--- src/design/lsc_pkg.sv ---
// Types and constants of the session cache.
`timescale 1ns / 1ps
`default_nettype none

package lsc_pkg;

  localparam int KEY_PORT_BITS = 64;
  localparam int HANDLE_BITS   = 64;
  localparam int STAMP_BITS    = 32;
  localparam int SLOT_BITS     = 4;

  localparam logic ACT_LOOKUP = 1'b0;
  localparam logic ACT_INSERT = 1'b1;

  typedef enum logic [1:0] {
    ST_IDLE,
    ST_SCAN,
    ST_WRITE,
    ST_DONE
  } state_t;

  typedef struct packed {
    logic                   hit;
    logic [HANDLE_BITS-1:0] handle_out;
    logic [HANDLE_BITS-1:0] evicted_handle;
    logic [SLOT_BITS-1:0]   slot_used;
  } result_t;

endpackage

`default_nettype wire

--- src/design/lsc_req_if.sv ---
// Request channel of the session cache.
`timescale 1ns / 1ps
`default_nettype none

interface lsc_req_if;
  logic                                valid;
  logic                                ready;
  logic                                action;
  logic                                key_valid;
  logic [lsc_pkg::KEY_PORT_BITS-1:0]   key;
  logic [lsc_pkg::HANDLE_BITS-1:0]     handle_in;

  modport source (output valid, output action, output key_valid, output key,
                  output handle_in, input ready);
  modport sink (input valid, input action, input key_valid, input key,
                input handle_in, output ready);
endinterface

`default_nettype wire

--- src/design/lsc_rsp_if.sv ---
// Response channel of the session cache.
`timescale 1ns / 1ps
`default_nettype none

interface lsc_rsp_if;
  logic                              valid;
  logic                              ready;
  logic                              hit;
  logic [lsc_pkg::HANDLE_BITS-1:0]   handle_out;
  logic [lsc_pkg::HANDLE_BITS-1:0]   evicted_handle;
  logic [lsc_pkg::SLOT_BITS-1:0]     slot_used;

  modport source (output valid, output hit, output handle_out, output evicted_handle,
                  output slot_used, input ready);
  modport sink (input valid, input hit, input handle_out, input evicted_handle,
                input slot_used, output ready);
endinterface

`default_nettype wire

--- src/design/lru_session_cache.sv ---
// Top level of the fully associative session cache with least-recently-used replacement.
//
// The cache holds ENTRIES entries of key, handle and stamp in one memory with a single
// read port, and every request with a key, bar an insert of a zero handle, walks all
// entries through that port, one entry per cycle, through a single key and stamp compare
// unit. A lookup or insert is accepted only while the cache is idle. Between one
// acceptance and the earliest next one come the accepting cycle, the reads of all
// entries, a trailing compare, the write state and the load of the response register;
// a request without a key, or an insert of a zero handle, skips the reads, the compare
// and the write state. A waiting response holds the cache in its last state until the
// response register is free. The response register decouples the two sides: a new
// request may be accepted while the previous response still waits. After reset all
// entries read as empty through per-entry valid bits, so no clearing pass is needed.
`timescale 1ns / 1ps
`default_nettype none

module lru_session_cache #(
  parameter int ENTRIES  = 16,
  parameter int KEY_BITS = 64
) (
  input wire logic   clk,
  input wire logic   rst,
  lsc_req_if.sink    req,
  lsc_rsp_if.source  rsp
);

  localparam int IDX_W    = $clog2(ENTRIES);
  localparam int CNT_W    = $clog2(ENTRIES + 1);
  localparam int HB       = lsc_pkg::HANDLE_BITS;
  localparam int SB       = lsc_pkg::STAMP_BITS;
  localparam int WORD_W   = KEY_BITS + HB + SB;
  localparam int LAST_IDX = ENTRIES - 1;

  lsc_pkg::state_t state;
  lsc_pkg::state_t state_next;

  logic                act;
  logic [KEY_BITS-1:0] key_r;
  logic [HB-1:0]       handle_r;
  logic [CNT_W-1:0]    idx;
  logic                cmp_valid;
  logic [IDX_W-1:0]    cmp_idx;
  logic [ENTRIES-1:0]  vld;
  logic                found;
  logic [IDX_W-1:0]    match_idx;
  logic [HB-1:0]       match_handle;
  logic                free_found;
  logic [IDX_W-1:0]    empty_slot;
  logic [SB-1:0]       best_stamp;
  logic [IDX_W-1:0]    best_idx;
  logic [HB-1:0]       best_handle;
  logic [SB-1:0]       generation;
  lsc_pkg::result_t    res;
  lsc_pkg::result_t    res_next;
  logic                out_valid;
  lsc_pkg::result_t    out_res;

  logic                accept;
  logic                noop;
  logic                scan_issue;
  logic                scan_last;
  logic                load_out;
  logic                do_write;
  logic [IDX_W-1:0]    ins_slot;
  logic [IDX_W-1:0]    wr_slot;
  logic [HB-1:0]       wr_handle;
  logic [SB-1:0]       gen_inc;

  logic                ram_we;
  logic [WORD_W-1:0]   ram_wdata;
  logic                ram_re;
  logic [IDX_W-1:0]    ram_raddr;
  logic [WORD_W-1:0]   ram_rdata;

  logic                eff_valid;
  logic [KEY_BITS-1:0] eff_key;
  logic [HB-1:0]       eff_handle;
  logic [SB-1:0]       eff_stamp;
  logic                occupied;

  lsc_ram #(
    .WIDTH (WORD_W),
    .DEPTH (ENTRIES)
  ) u_ram (
    .clk   (clk),
    .we    (ram_we),
    .waddr (wr_slot),
    .wdata (ram_wdata),
    .re    (ram_re),
    .raddr (ram_raddr),
    .rdata (ram_rdata)
  );

  assign accept     = req.valid && req.ready;
  assign noop       = !req.key_valid || (req.action == lsc_pkg::ACT_INSERT && req.handle_in == '0);
  assign scan_issue = (state == lsc_pkg::ST_SCAN) && (idx != CNT_W'(ENTRIES));
  assign scan_last  = cmp_valid && (cmp_idx == IDX_W'(LAST_IDX));
  assign gen_inc    = generation + SB'(1);

  assign eff_valid  = vld[cmp_idx];
  assign eff_key    = eff_valid ? ram_rdata[WORD_W-1 -: KEY_BITS] : '0;
  assign eff_handle = eff_valid ? ram_rdata[SB +: HB] : '0;
  assign eff_stamp  = eff_valid ? ram_rdata[SB-1:0] : '0;
  assign occupied   = eff_handle != '0;

  assign ins_slot  = free_found ? empty_slot : best_idx;
  assign wr_slot   = found ? match_idx : ins_slot;
  assign wr_handle = (act == lsc_pkg::ACT_INSERT) ? handle_r : match_handle;
  assign ram_wdata = {key_r, wr_handle, gen_inc};
  assign ram_raddr = idx[IDX_W-1:0];

  always_comb begin
    state_next = state;
    case (state)
      lsc_pkg::ST_IDLE: begin
        if (accept) begin
          state_next = noop ? lsc_pkg::ST_DONE : lsc_pkg::ST_SCAN;
        end
      end
      lsc_pkg::ST_SCAN: begin
        if (scan_last) begin
          state_next = lsc_pkg::ST_WRITE;
        end
      end
      lsc_pkg::ST_WRITE: begin
        state_next = lsc_pkg::ST_DONE;
      end
      lsc_pkg::ST_DONE: begin
        if (!out_valid || rsp.ready) begin
          state_next = lsc_pkg::ST_IDLE;
        end
      end
      default: begin
        state_next = lsc_pkg::ST_IDLE;
      end
    endcase
  end

  always_comb begin
    req.ready = 1'b0;
    ram_re    = 1'b0;
    do_write  = 1'b0;
    load_out  = 1'b0;
    case (state)
      lsc_pkg::ST_IDLE: begin
        req.ready = 1'b1;
      end
      lsc_pkg::ST_SCAN: begin
        ram_re = scan_issue;
      end
      lsc_pkg::ST_WRITE: begin
        do_write = found || (act == lsc_pkg::ACT_INSERT);
      end
      lsc_pkg::ST_DONE: begin
        load_out = !out_valid || rsp.ready;
      end
      default: begin
        req.ready = 1'b0;
      end
    endcase
  end

  assign ram_we = do_write;

  always_comb begin
    res_next.hit            = found;
    res_next.handle_out     = (act == lsc_pkg::ACT_LOOKUP && found) ? match_handle : '0;
    res_next.evicted_handle = '0;
    if (act == lsc_pkg::ACT_INSERT) begin
      if (found) begin
        res_next.evicted_handle = match_handle;
      end else if (!free_found) begin
        res_next.evicted_handle = best_handle;
      end
    end
    res_next.slot_used = do_write ? lsc_pkg::SLOT_BITS'(wr_slot) : '0;
  end

  always_ff @(posedge clk) begin
    if (rst) begin
      state      <= lsc_pkg::ST_IDLE;
      idx        <= '0;
      cmp_valid  <= 1'b0;
      vld        <= '0;
      found      <= 1'b0;
      free_found <= 1'b0;
      generation <= '0;
      out_valid  <= 1'b0;
    end else begin
      state <= state_next;
      if (accept) begin
        idx        <= '0;
        cmp_valid  <= 1'b0;
        found      <= 1'b0;
        free_found <= 1'b0;
      end
      if (state == lsc_pkg::ST_SCAN) begin
        cmp_valid <= scan_issue;
        if (scan_issue) begin
          idx <= idx + CNT_W'(1);
        end
        if (cmp_valid) begin
          if (!found && occupied && eff_key == key_r) begin
            found <= 1'b1;
          end
          if (!free_found && !occupied) begin
            free_found <= 1'b1;
          end
        end
      end
      if (do_write) begin
        generation   <= gen_inc;
        vld[wr_slot] <= 1'b1;
      end
      if (load_out) begin
        out_valid <= 1'b1;
      end else if (rsp.ready) begin
        out_valid <= 1'b0;
      end
    end
  end

  always_ff @(posedge clk) begin
    if (accept) begin
      act         <= req.action;
      key_r       <= req.key[KEY_BITS-1:0];
      handle_r    <= req.handle_in;
      best_stamp  <= '1;
      best_idx    <= '0;
      best_handle <= '0;
      res         <= '0;
    end
    if (state == lsc_pkg::ST_SCAN) begin
      if (scan_issue) begin
        cmp_idx <= idx[IDX_W-1:0];
      end
      if (cmp_valid) begin
        if (!found && occupied && eff_key == key_r) begin
          match_idx    <= cmp_idx;
          match_handle <= eff_handle;
        end
        if (!free_found && !occupied) begin
          empty_slot <= cmp_idx;
        end
        if (cmp_idx == '0 || eff_stamp < best_stamp) begin
          best_stamp  <= eff_stamp;
          best_idx    <= cmp_idx;
          best_handle <= eff_handle;
        end
      end
    end
    if (state == lsc_pkg::ST_WRITE) begin
      res <= res_next;
    end
    if (load_out) begin
      out_res <= res;
    end
  end

  assign rsp.valid          = out_valid;
  assign rsp.hit            = out_res.hit;
  assign rsp.handle_out     = out_res.handle_out;
  assign rsp.evicted_handle = out_res.evicted_handle;
  assign rsp.slot_used      = out_res.slot_used;

endmodule

`default_nettype wire

--- src/design/lsc_ram.sv ---
// Generic single-port-write, single-port-read RAM with registered read data.
`timescale 1ns / 1ps
`default_nettype none

module lsc_ram #(
  parameter int WIDTH = 160,
  parameter int DEPTH = 16
) (
  input  wire logic                     clk,
  input  wire logic                     we,
  input  wire logic [$clog2(DEPTH)-1:0] waddr,
  input  wire logic [WIDTH-1:0]         wdata,
  input  wire logic                     re,
  input  wire logic [$clog2(DEPTH)-1:0] raddr,
  output logic      [WIDTH-1:0]         rdata
);

  logic [WIDTH-1:0] mem [DEPTH];

  always_ff @(posedge clk) begin
    if (we) begin
      mem[waddr] <= wdata;
    end
    if (re) begin
      rdata <= mem[raddr];
    end
  end

endmodule

`default_nettype wire

--- src/flat_wrapper.sv ---
// flat-port wrapper written by rule: the top's interface ports become plain ports
module lru_session_cache_flat 
#(
  parameter int ENTRIES  = 16,
  parameter int KEY_BITS = 64
)
  (clk, rst, req_valid, req_action, req_key_valid, req_key, req_handle_in, req_ready, rsp_valid, rsp_hit, rsp_handle_out, rsp_evicted_handle, rsp_slot_used, rsp_ready);
  lsc_req_if req_i ();
  lsc_rsp_if rsp_i ();
  input wire logic clk;
  input wire logic rst;
  input wire logic [$bits(req_i.valid)-1:0] req_valid;
  input wire logic [$bits(req_i.action)-1:0] req_action;
  input wire logic [$bits(req_i.key_valid)-1:0] req_key_valid;
  input wire logic [$bits(req_i.key)-1:0] req_key;
  input wire logic [$bits(req_i.handle_in)-1:0] req_handle_in;
  output wire logic [$bits(req_i.ready)-1:0] req_ready;
  output wire logic [$bits(rsp_i.valid)-1:0] rsp_valid;
  output wire logic [$bits(rsp_i.hit)-1:0] rsp_hit;
  output wire logic [$bits(rsp_i.handle_out)-1:0] rsp_handle_out;
  output wire logic [$bits(rsp_i.evicted_handle)-1:0] rsp_evicted_handle;
  output wire logic [$bits(rsp_i.slot_used)-1:0] rsp_slot_used;
  input wire logic [$bits(rsp_i.ready)-1:0] rsp_ready;
  assign req_i.valid = req_valid;
  assign req_i.action = req_action;
  assign req_i.key_valid = req_key_valid;
  assign req_i.key = req_key;
  assign req_i.handle_in = req_handle_in;
  assign req_ready = req_i.ready;
  assign rsp_valid = rsp_i.valid;
  assign rsp_hit = rsp_i.hit;
  assign rsp_handle_out = rsp_i.handle_out;
  assign rsp_evicted_handle = rsp_i.evicted_handle;
  assign rsp_slot_used = rsp_i.slot_used;
  assign rsp_i.ready = rsp_ready;
  lru_session_cache #(.ENTRIES(ENTRIES), .KEY_BITS(KEY_BITS)) u_core (.clk(clk), .rst(rst), .req(req_i), .rsp(rsp_i));
endmodule
--- config.mk ---
export PLATFORM = sky130hd
export DESIGN_NAME = lru_session_cache_flat
export DESIGN_NICKNAME = d
export VERILOG_FILES = /design/src/design/lsc_pkg.sv /design/src/design/lsc_req_if.sv /design/src/design/lsc_rsp_if.sv /design/src/design/lru_session_cache.sv /design/src/design/lsc_ram.sv /design/src/flat_wrapper.sv
export SDC_FILE = /design/constraint.sdc
export NUM_CORES = 2
export LEC_CHECK = 0
export BUFFER_PORTS_ARGS = -buffer_cell sky130_fd_sc_hd__buf_4
export CORE_ASPECT_RATIO = 1.4
export CORE_UTILIZATION = 55
export DETAILED_ROUTE_END_ITERATION = 16
export PLACE_DENSITY = 0.74
export RECOVER_POWER = 25
export SKIP_CTS_REPAIR_TIMING = 1
export SLEW_MARGIN = 20
export SYNTH_ARGS = -nofsm -noshare
export SYNTH_HDL_FRONTEND = slang
export SYNTH_HIERARCHICAL = 1
export SYNTH_SLANG_ARGS = --single-unit
--- constraint.sdc ---
create_clock -name clk -period 14.4 [get_ports clk]
set_clock_uncertainty 0.1 [all_clocks]
set_input_delay 2.88 -clock clk [delete_from_list [all_inputs] [get_ports clk]]
set_output_delay 2.88 -clock clk [all_outputs]
set_load 0.01 [all_outputs]
==> impl_summary.log <==
INFO  metric utilization = 0.621
INFO  metric firstDrtPassIters = 5
INFO  metric max_freq = 129 MHz
INFO  metric yosysWarningCount = 6
INFO  metric routed_wire_length_per_instance = 30.1 um
INFO  metric grt_pass1_wl = ~440000 um
INFO  metric detailedPlacementHpwl = 161000 um
INFO  metric yosys.area.top_type_share = 0.755
INFO  metric violated_checks = capacitance limit, slew limit
INFO  metric yosys.cell_types.count = 66
INFO  metric hold_viol = 0
INFO  metric crit_slowest_cell = sky130_fd_sc_hd__buf_4
INFO  metric filler_cell_count = ~15000
INFO  metric setup_viol = 0
INFO  metric die-width = just over 400 um
INFO  metric cts_buffer_depth = 4
INFO  metric post_synth_main_area_contributors = sky130_fd_sc_hd__edfxtp_1, sky130_fd_sc_hd__mux4_2, sky130_fd_sc_hd__dfxtp_1, sky130_fd_sc_hd__a22oi_1, sky130_fd_sc_hd__mux2_2
INFO  metric clk_transition_reported_paths = ~0.070 ns
INFO  metric tritoncts.num_buffers = 320
INFO  metric synthesis.area_per_instance = about 20 um^2
INFO  metric peakVddDrop = between 0.15 and 0.2 mV
INFO  metric rr_endpoint = u_core/best_handle[38]$_DFF_P_
INFO  metric min-delay-path-class = flip-flop to flip-flop
INFO  metric cts_tree = done
INFO  metric setup_repair_after_global_routing_missed_its_margin = no
INFO  metric nets = 6856
INFO  metric synthToLayoutAreaGrowth = 12.3%
INFO  metric netlist_area = roughly 0.13 mm^2
INFO  metric cp_slowest_stage_delay = ~0.9 ns
INFO  metric finalCritPeriodShare = 0.537
INFO  metric timing.critical_path.required = ~15 ns
INFO  metric layout_top_registers = u_core/u_ram/mem (2560), u_core/u_ram/rdata (160), u_core/res (133)
INFO  metric floorplan.initialDensity = 0.553
INFO  metric sequential_cell_area = between 0.09 and 0.1 mm^2
INFO  metric timing.critical_path.cells = mux2i_1 -> mux4_2 -> mux2i_4 -> buf_4 -> nand2_1 -> inv_1 -> ha_1 -> a21o_1 -> a21o_1 -> a2111oi_0 -> a2bb2oi_1 -> o211ai_1 -> o22ai_4 -> buf_4 -> buf_4 -> mux2i_1
INFO  metric worst_r2r_path_depth = 16
INFO  metric clock_insertion_delay_worst_skew = about 0.97 ns
INFO  metric grt_max_degree = 135
INFO  metric clkSinkCount = around 3400
INFO  metric critPathLaunchType = flip-flop
INFO  metric timing.max_slew.rel_slack = -1.00
INFO  metric slew_violations = 140
INFO  metric placementRows = ~210
INFO  metric worst_pin_slew = between 3 and 4 ns
INFO  metric power.density = approximately 160 mW/mm^2
INFO  metric groute.usage.overall = 0.257
INFO  metric r2r_slack = 6.67 ns
INFO  metric stdcell_area = 0.143 mm^2
INFO  metric cp-end-kind = flip-flop
INFO  metric critical_path.endpoint = u_core/best_handle[38]$_DFF_P_
INFO  metric timing.critical_path.from = u_core/cmp_idx[3]$_DFFE_PP_
INFO  metric synth.yosys.seq_area_share = 0.780
INFO  metric number_of_global_route_vias_before_repair = ~65000
INFO  metric worst_ep_arrival_time = between 8 and 9 ns
INFO  metric ys_dominant_reg_cell = sky130_fd_sc_hd__edfxtp_1
INFO  metric run_status = finished, violations left
INFO  metric drt_first_iter_violations = roughly 7500
INFO  metric vias_per_cell = around 6.4
INFO  metric die_h = 571 um
INFO  metric die_footprint = roughly 0.23 mm^2
INFO  metric gp_routability_congestion = between 0.8 and 0.9
INFO  metric io_pins = 269
INFO  metric crit_path_frequent_cell = sky130_fd_sc_hd__buf_4
INFO  metric dpl-instance-area = 0.133 mm^2
INFO  metric drtAntennaViolNets = 0
INFO  metric path_max_fanout = between 90 and 100
INFO  metric crit_type = flip-flop to flip-flop
INFO  metric drv.max_cap_violation_count = 3
INFO  metric core_area = 0.230 mm^2
INFO  metric area_taken_by_multi_input_logic_gates = around 0.026 mm^2
INFO  metric worst_hold_slack = approximately 0.31 ns
INFO  metric routed_wl = roughly 300000 um
INFO  metric minimum_clock_period_after_layout = just under 8 ns
INFO  metric launching_point_of_the_worst_reg2reg_path = u_core/cmp_idx[3]$_DFFE_PP_
INFO  metric layout_cells_sized_above_1 = 0.231
INFO  metric grt_antenna_before_repair = 10
INFO  metric htreeDepth = 5
INFO  metric drc_errors = 0
INFO  metric synth-async-reset-ratio = 0
INFO  metric clk_root_buffer_cell = sky130_fd_sc_hd__clkbuf_16
INFO  metric globalRoute.totalOverflow = 0
INFO  metric largest_reg_flops = 2560
INFO  metric vias = ~63000
INFO  metric post_synth_inst_count = around 6300
INFO  metric regMostFlops = u_core/u_ram/mem
INFO  metric number_of_port_buffers = around 270
INFO  metric synth_enable_flop_cells = roughly 3200
INFO  metric synth_seq_cells = about 3400
INFO  metric finalSetupTns = 0 ns
INFO  metric synth_fp_nets = around 6500
INFO  metric leak_pwr = approximately 0.046 uW
INFO  metric synth_area_leader_cell = sky130_fd_sc_hd__edfxtp_1
==> kinds of logic (layout without fill, tap and decap cells) <==
| family | after synthesis | in the layout | synth area share |
|---|---|---|---|
| compound gates | 581 | 581 | 0.0334 |
| simple gates | 873 | 873 | 0.0318 |
| xor+xnor | 66 | 66 | 0.00455 |
| other cells | 0 | 2 | 0 |
| flops | 3350 | 3350 | 0.780 |
| mux | 887 | 887 | 0.130 |
| buf+inv | 487 | 1118 | 0.0166 |
| fa+ha+maj | 38 | 38 | 0.00374 |
==> per-layer routing <==
layer / track usage / routed length, um / vias up
met4: 0.0995 / 11700 / 10
li1: - / - / 26200
met3: 0.0365 / 24800 / 619
met1: 0.334 / 110000 / 33200
met5: 0 / 65 / -
met2: 0.441 / 153000 / 3363
==> power breakdown <==
part	internal (uW)	total (uW)	switching (uW)
combinational	1200	2870	1670
clock	4600	8030	3430
sequential	11600	12100	473
==> how the worst min path moves through the flow <==
stage,startpoint,cells after the start,slack [ns],end
6_report,u_core/res[104]$_SDFFCE_PN0P_,0,0.31,u_core/rsp.handle_out[36]$_DFFE_PP_
5_1_grt,u_core/res[104]$_SDFFCE_PN0P_,0,0.32,u_core/rsp.handle_out[36]$_DFFE_PP_
4_1_cts,u_core/res[9]$_SDFFCE_PN0P_,0,0.31,u_core/rsp.evicted_handle[5]$_DFFE_PP_
3_5_place_dp,u_core/res[62]$_SDFFCE_PN0P_,0,0.30,u_core/rsp.evicted_handle[58]$_DFFE_PP_
3_3_place_gp,u_core/res[42]$_SDFFCE_PN0P_,0,0.30,u_core/rsp.evicted_handle[38]$_DFFE_PP_
2_1_floorplan,u_core/res[4]$_SDFFCE_PN0P_,0,0.30,u_core/rsp.evicted_handle[0]$_DFFE_PP_
==> cells in the final DEF, fill, tap and decap left out, types with 9 or more instances in the layout <==
cell | netlist | layout
sky130_fd_sc_hd__edfxtp_1 | 3191 | 3191
sky130_fd_sc_hd__mux4_2 | 597 | 597
sky130_fd_sc_hd__buf_4 | 27 | 378
sky130_fd_sc_hd__nand2_1 | 357 | 355
sky130_fd_sc_hd__a22oi_1 | 330 | 330
sky130_fd_sc_hd__clkbuf_16 | 0 | 325
sky130_fd_sc_hd__nor2_1 | 199 | 184
sky130_fd_sc_hd__inv_1 | 169 | 167
sky130_fd_sc_hd__dfxtp_1 | 159 | 155
sky130_fd_sc_hd__mux2i_1 | 143 | 143
sky130_fd_sc_hd__mux2_2 | 146 | 116
sky130_fd_sc_hd__clkbuf_1 | 151 | 73
sky130_fd_sc_hd__and2_1 | 69 | 68
sky130_fd_sc_hd__clkinv_2 | 0 | 55
sky130_fd_sc_hd__clkinv_1 | 1 | 53
sky130_fd_sc_hd__nand2b_1 | 55 | 53
sky130_fd_sc_hd__o221ai_1 | 46 | 46
sky130_fd_sc_hd__a21oi_1 | 43 | 43
sky130_fd_sc_hd__nor4_1 | 38 | 38
sky130_fd_sc_hd__o21ai_0 | 38 | 38
sky130_fd_sc_hd__ha_1 | 38 | 38
sky130_fd_sc_hd__nor2b_1 | 42 | 36
sky130_fd_sc_hd__nand4_1 | 30 | 30
sky130_fd_sc_hd__mux2_1 | 0 | 30
sky130_fd_sc_hd__xnor2_1 | 34 | 27
sky130_fd_sc_hd__xor2_1 | 32 | 26
sky130_fd_sc_hd__bufinv_16 | 0 | 24
sky130_fd_sc_hd__nor3_1 | 26 | 22
sky130_fd_sc_hd__nand3_1 | 19 | 19
sky130_fd_sc_hd__a221oi_1 | 19 | 19
sky130_fd_sc_hd__nor2_4 | 0 | 16
sky130_fd_sc_hd__o21ai_1 | 15 | 14
sky130_fd_sc_hd__or3_1 | 13 | 13
sky130_fd_sc_hd__clkinvlp_4 | 0 | 12
sky130_fd_sc_hd__a21o_1 | 11 | 11
sky130_fd_sc_hd__o22ai_1 | 12 | 11
sky130_fd_sc_hd__buf_12 | 0 | 11
sky130_fd_sc_hd__a31oi_1 | 9 | 9
sky130_fd_sc_hd__o32ai_1 | 9 | 9
sky130_fd_sc_hd__o22a_1 | 9 | 9
==> cells in the mapped netlist (all sizes together) (11+ instances only) <==
| master | instances |
|---|---|
| nor2 | 200 |
| a221oi | 19 |
| buf | 166 |
| mux4 | 597 |
| o21ai | 53 |
| nor4 | 38 |
| nand2 | 357 |
| o22ai | 12 |
| inv | 169 |
| nand3 | 19 |
| and2 | 69 |
| clkbuf | 151 |
| xnor2 | 34 |
| ha | 38 |
| edfxtp | 3191 |
| nand4 | 30 |
| nor3 | 26 |
| xor2 | 32 |
| nand2b | 55 |
| a21o | 11 |
| o221ai | 46 |
| a21oi | 44 |
| dfxtp | 159 |
| mux2i | 144 |
| or3 | 13 |
| mux2 | 146 |
| a22oi | 330 |
| nor2b | 42 |
==> area by class of cell <==
cell class | count | area share
clock buffer | 400 | 0.0595
inverter | 170 | 0.00459
sequential | 3350 | 0.694
clock inverter | 151 | 0.00944
tap | 3045 | 0.0267
antenna | 2 | 0.0000351
multi-input combinational | 2445 | 0.184
timing repair buffer | 397 | 0.0219
==> through the flow <==
stage	setup slack (ns)	total power (uW)	cells
after global routing	6.28	23700	9959
after floorplan	0.869	14300	6282
after detailed placement	6.79	15200	9405
after global placement	6.96	15100	9405
after CTS	6.76	23100	9956
final	6.67	23000	9960
==> worst max-delay path, delay by kind of cell (launching register included) <==
family,cells,cell delay (ns)
and+or+nand+nor,1,0.18
adders and majority gates,1,0.24
AOI/OAI and AO/OA,6,1.90
buffers and inverters,4,2.36
DFF,1,0.70
muxes,4,1.91
No activity file was read; power rests on OpenSTA's default activity.
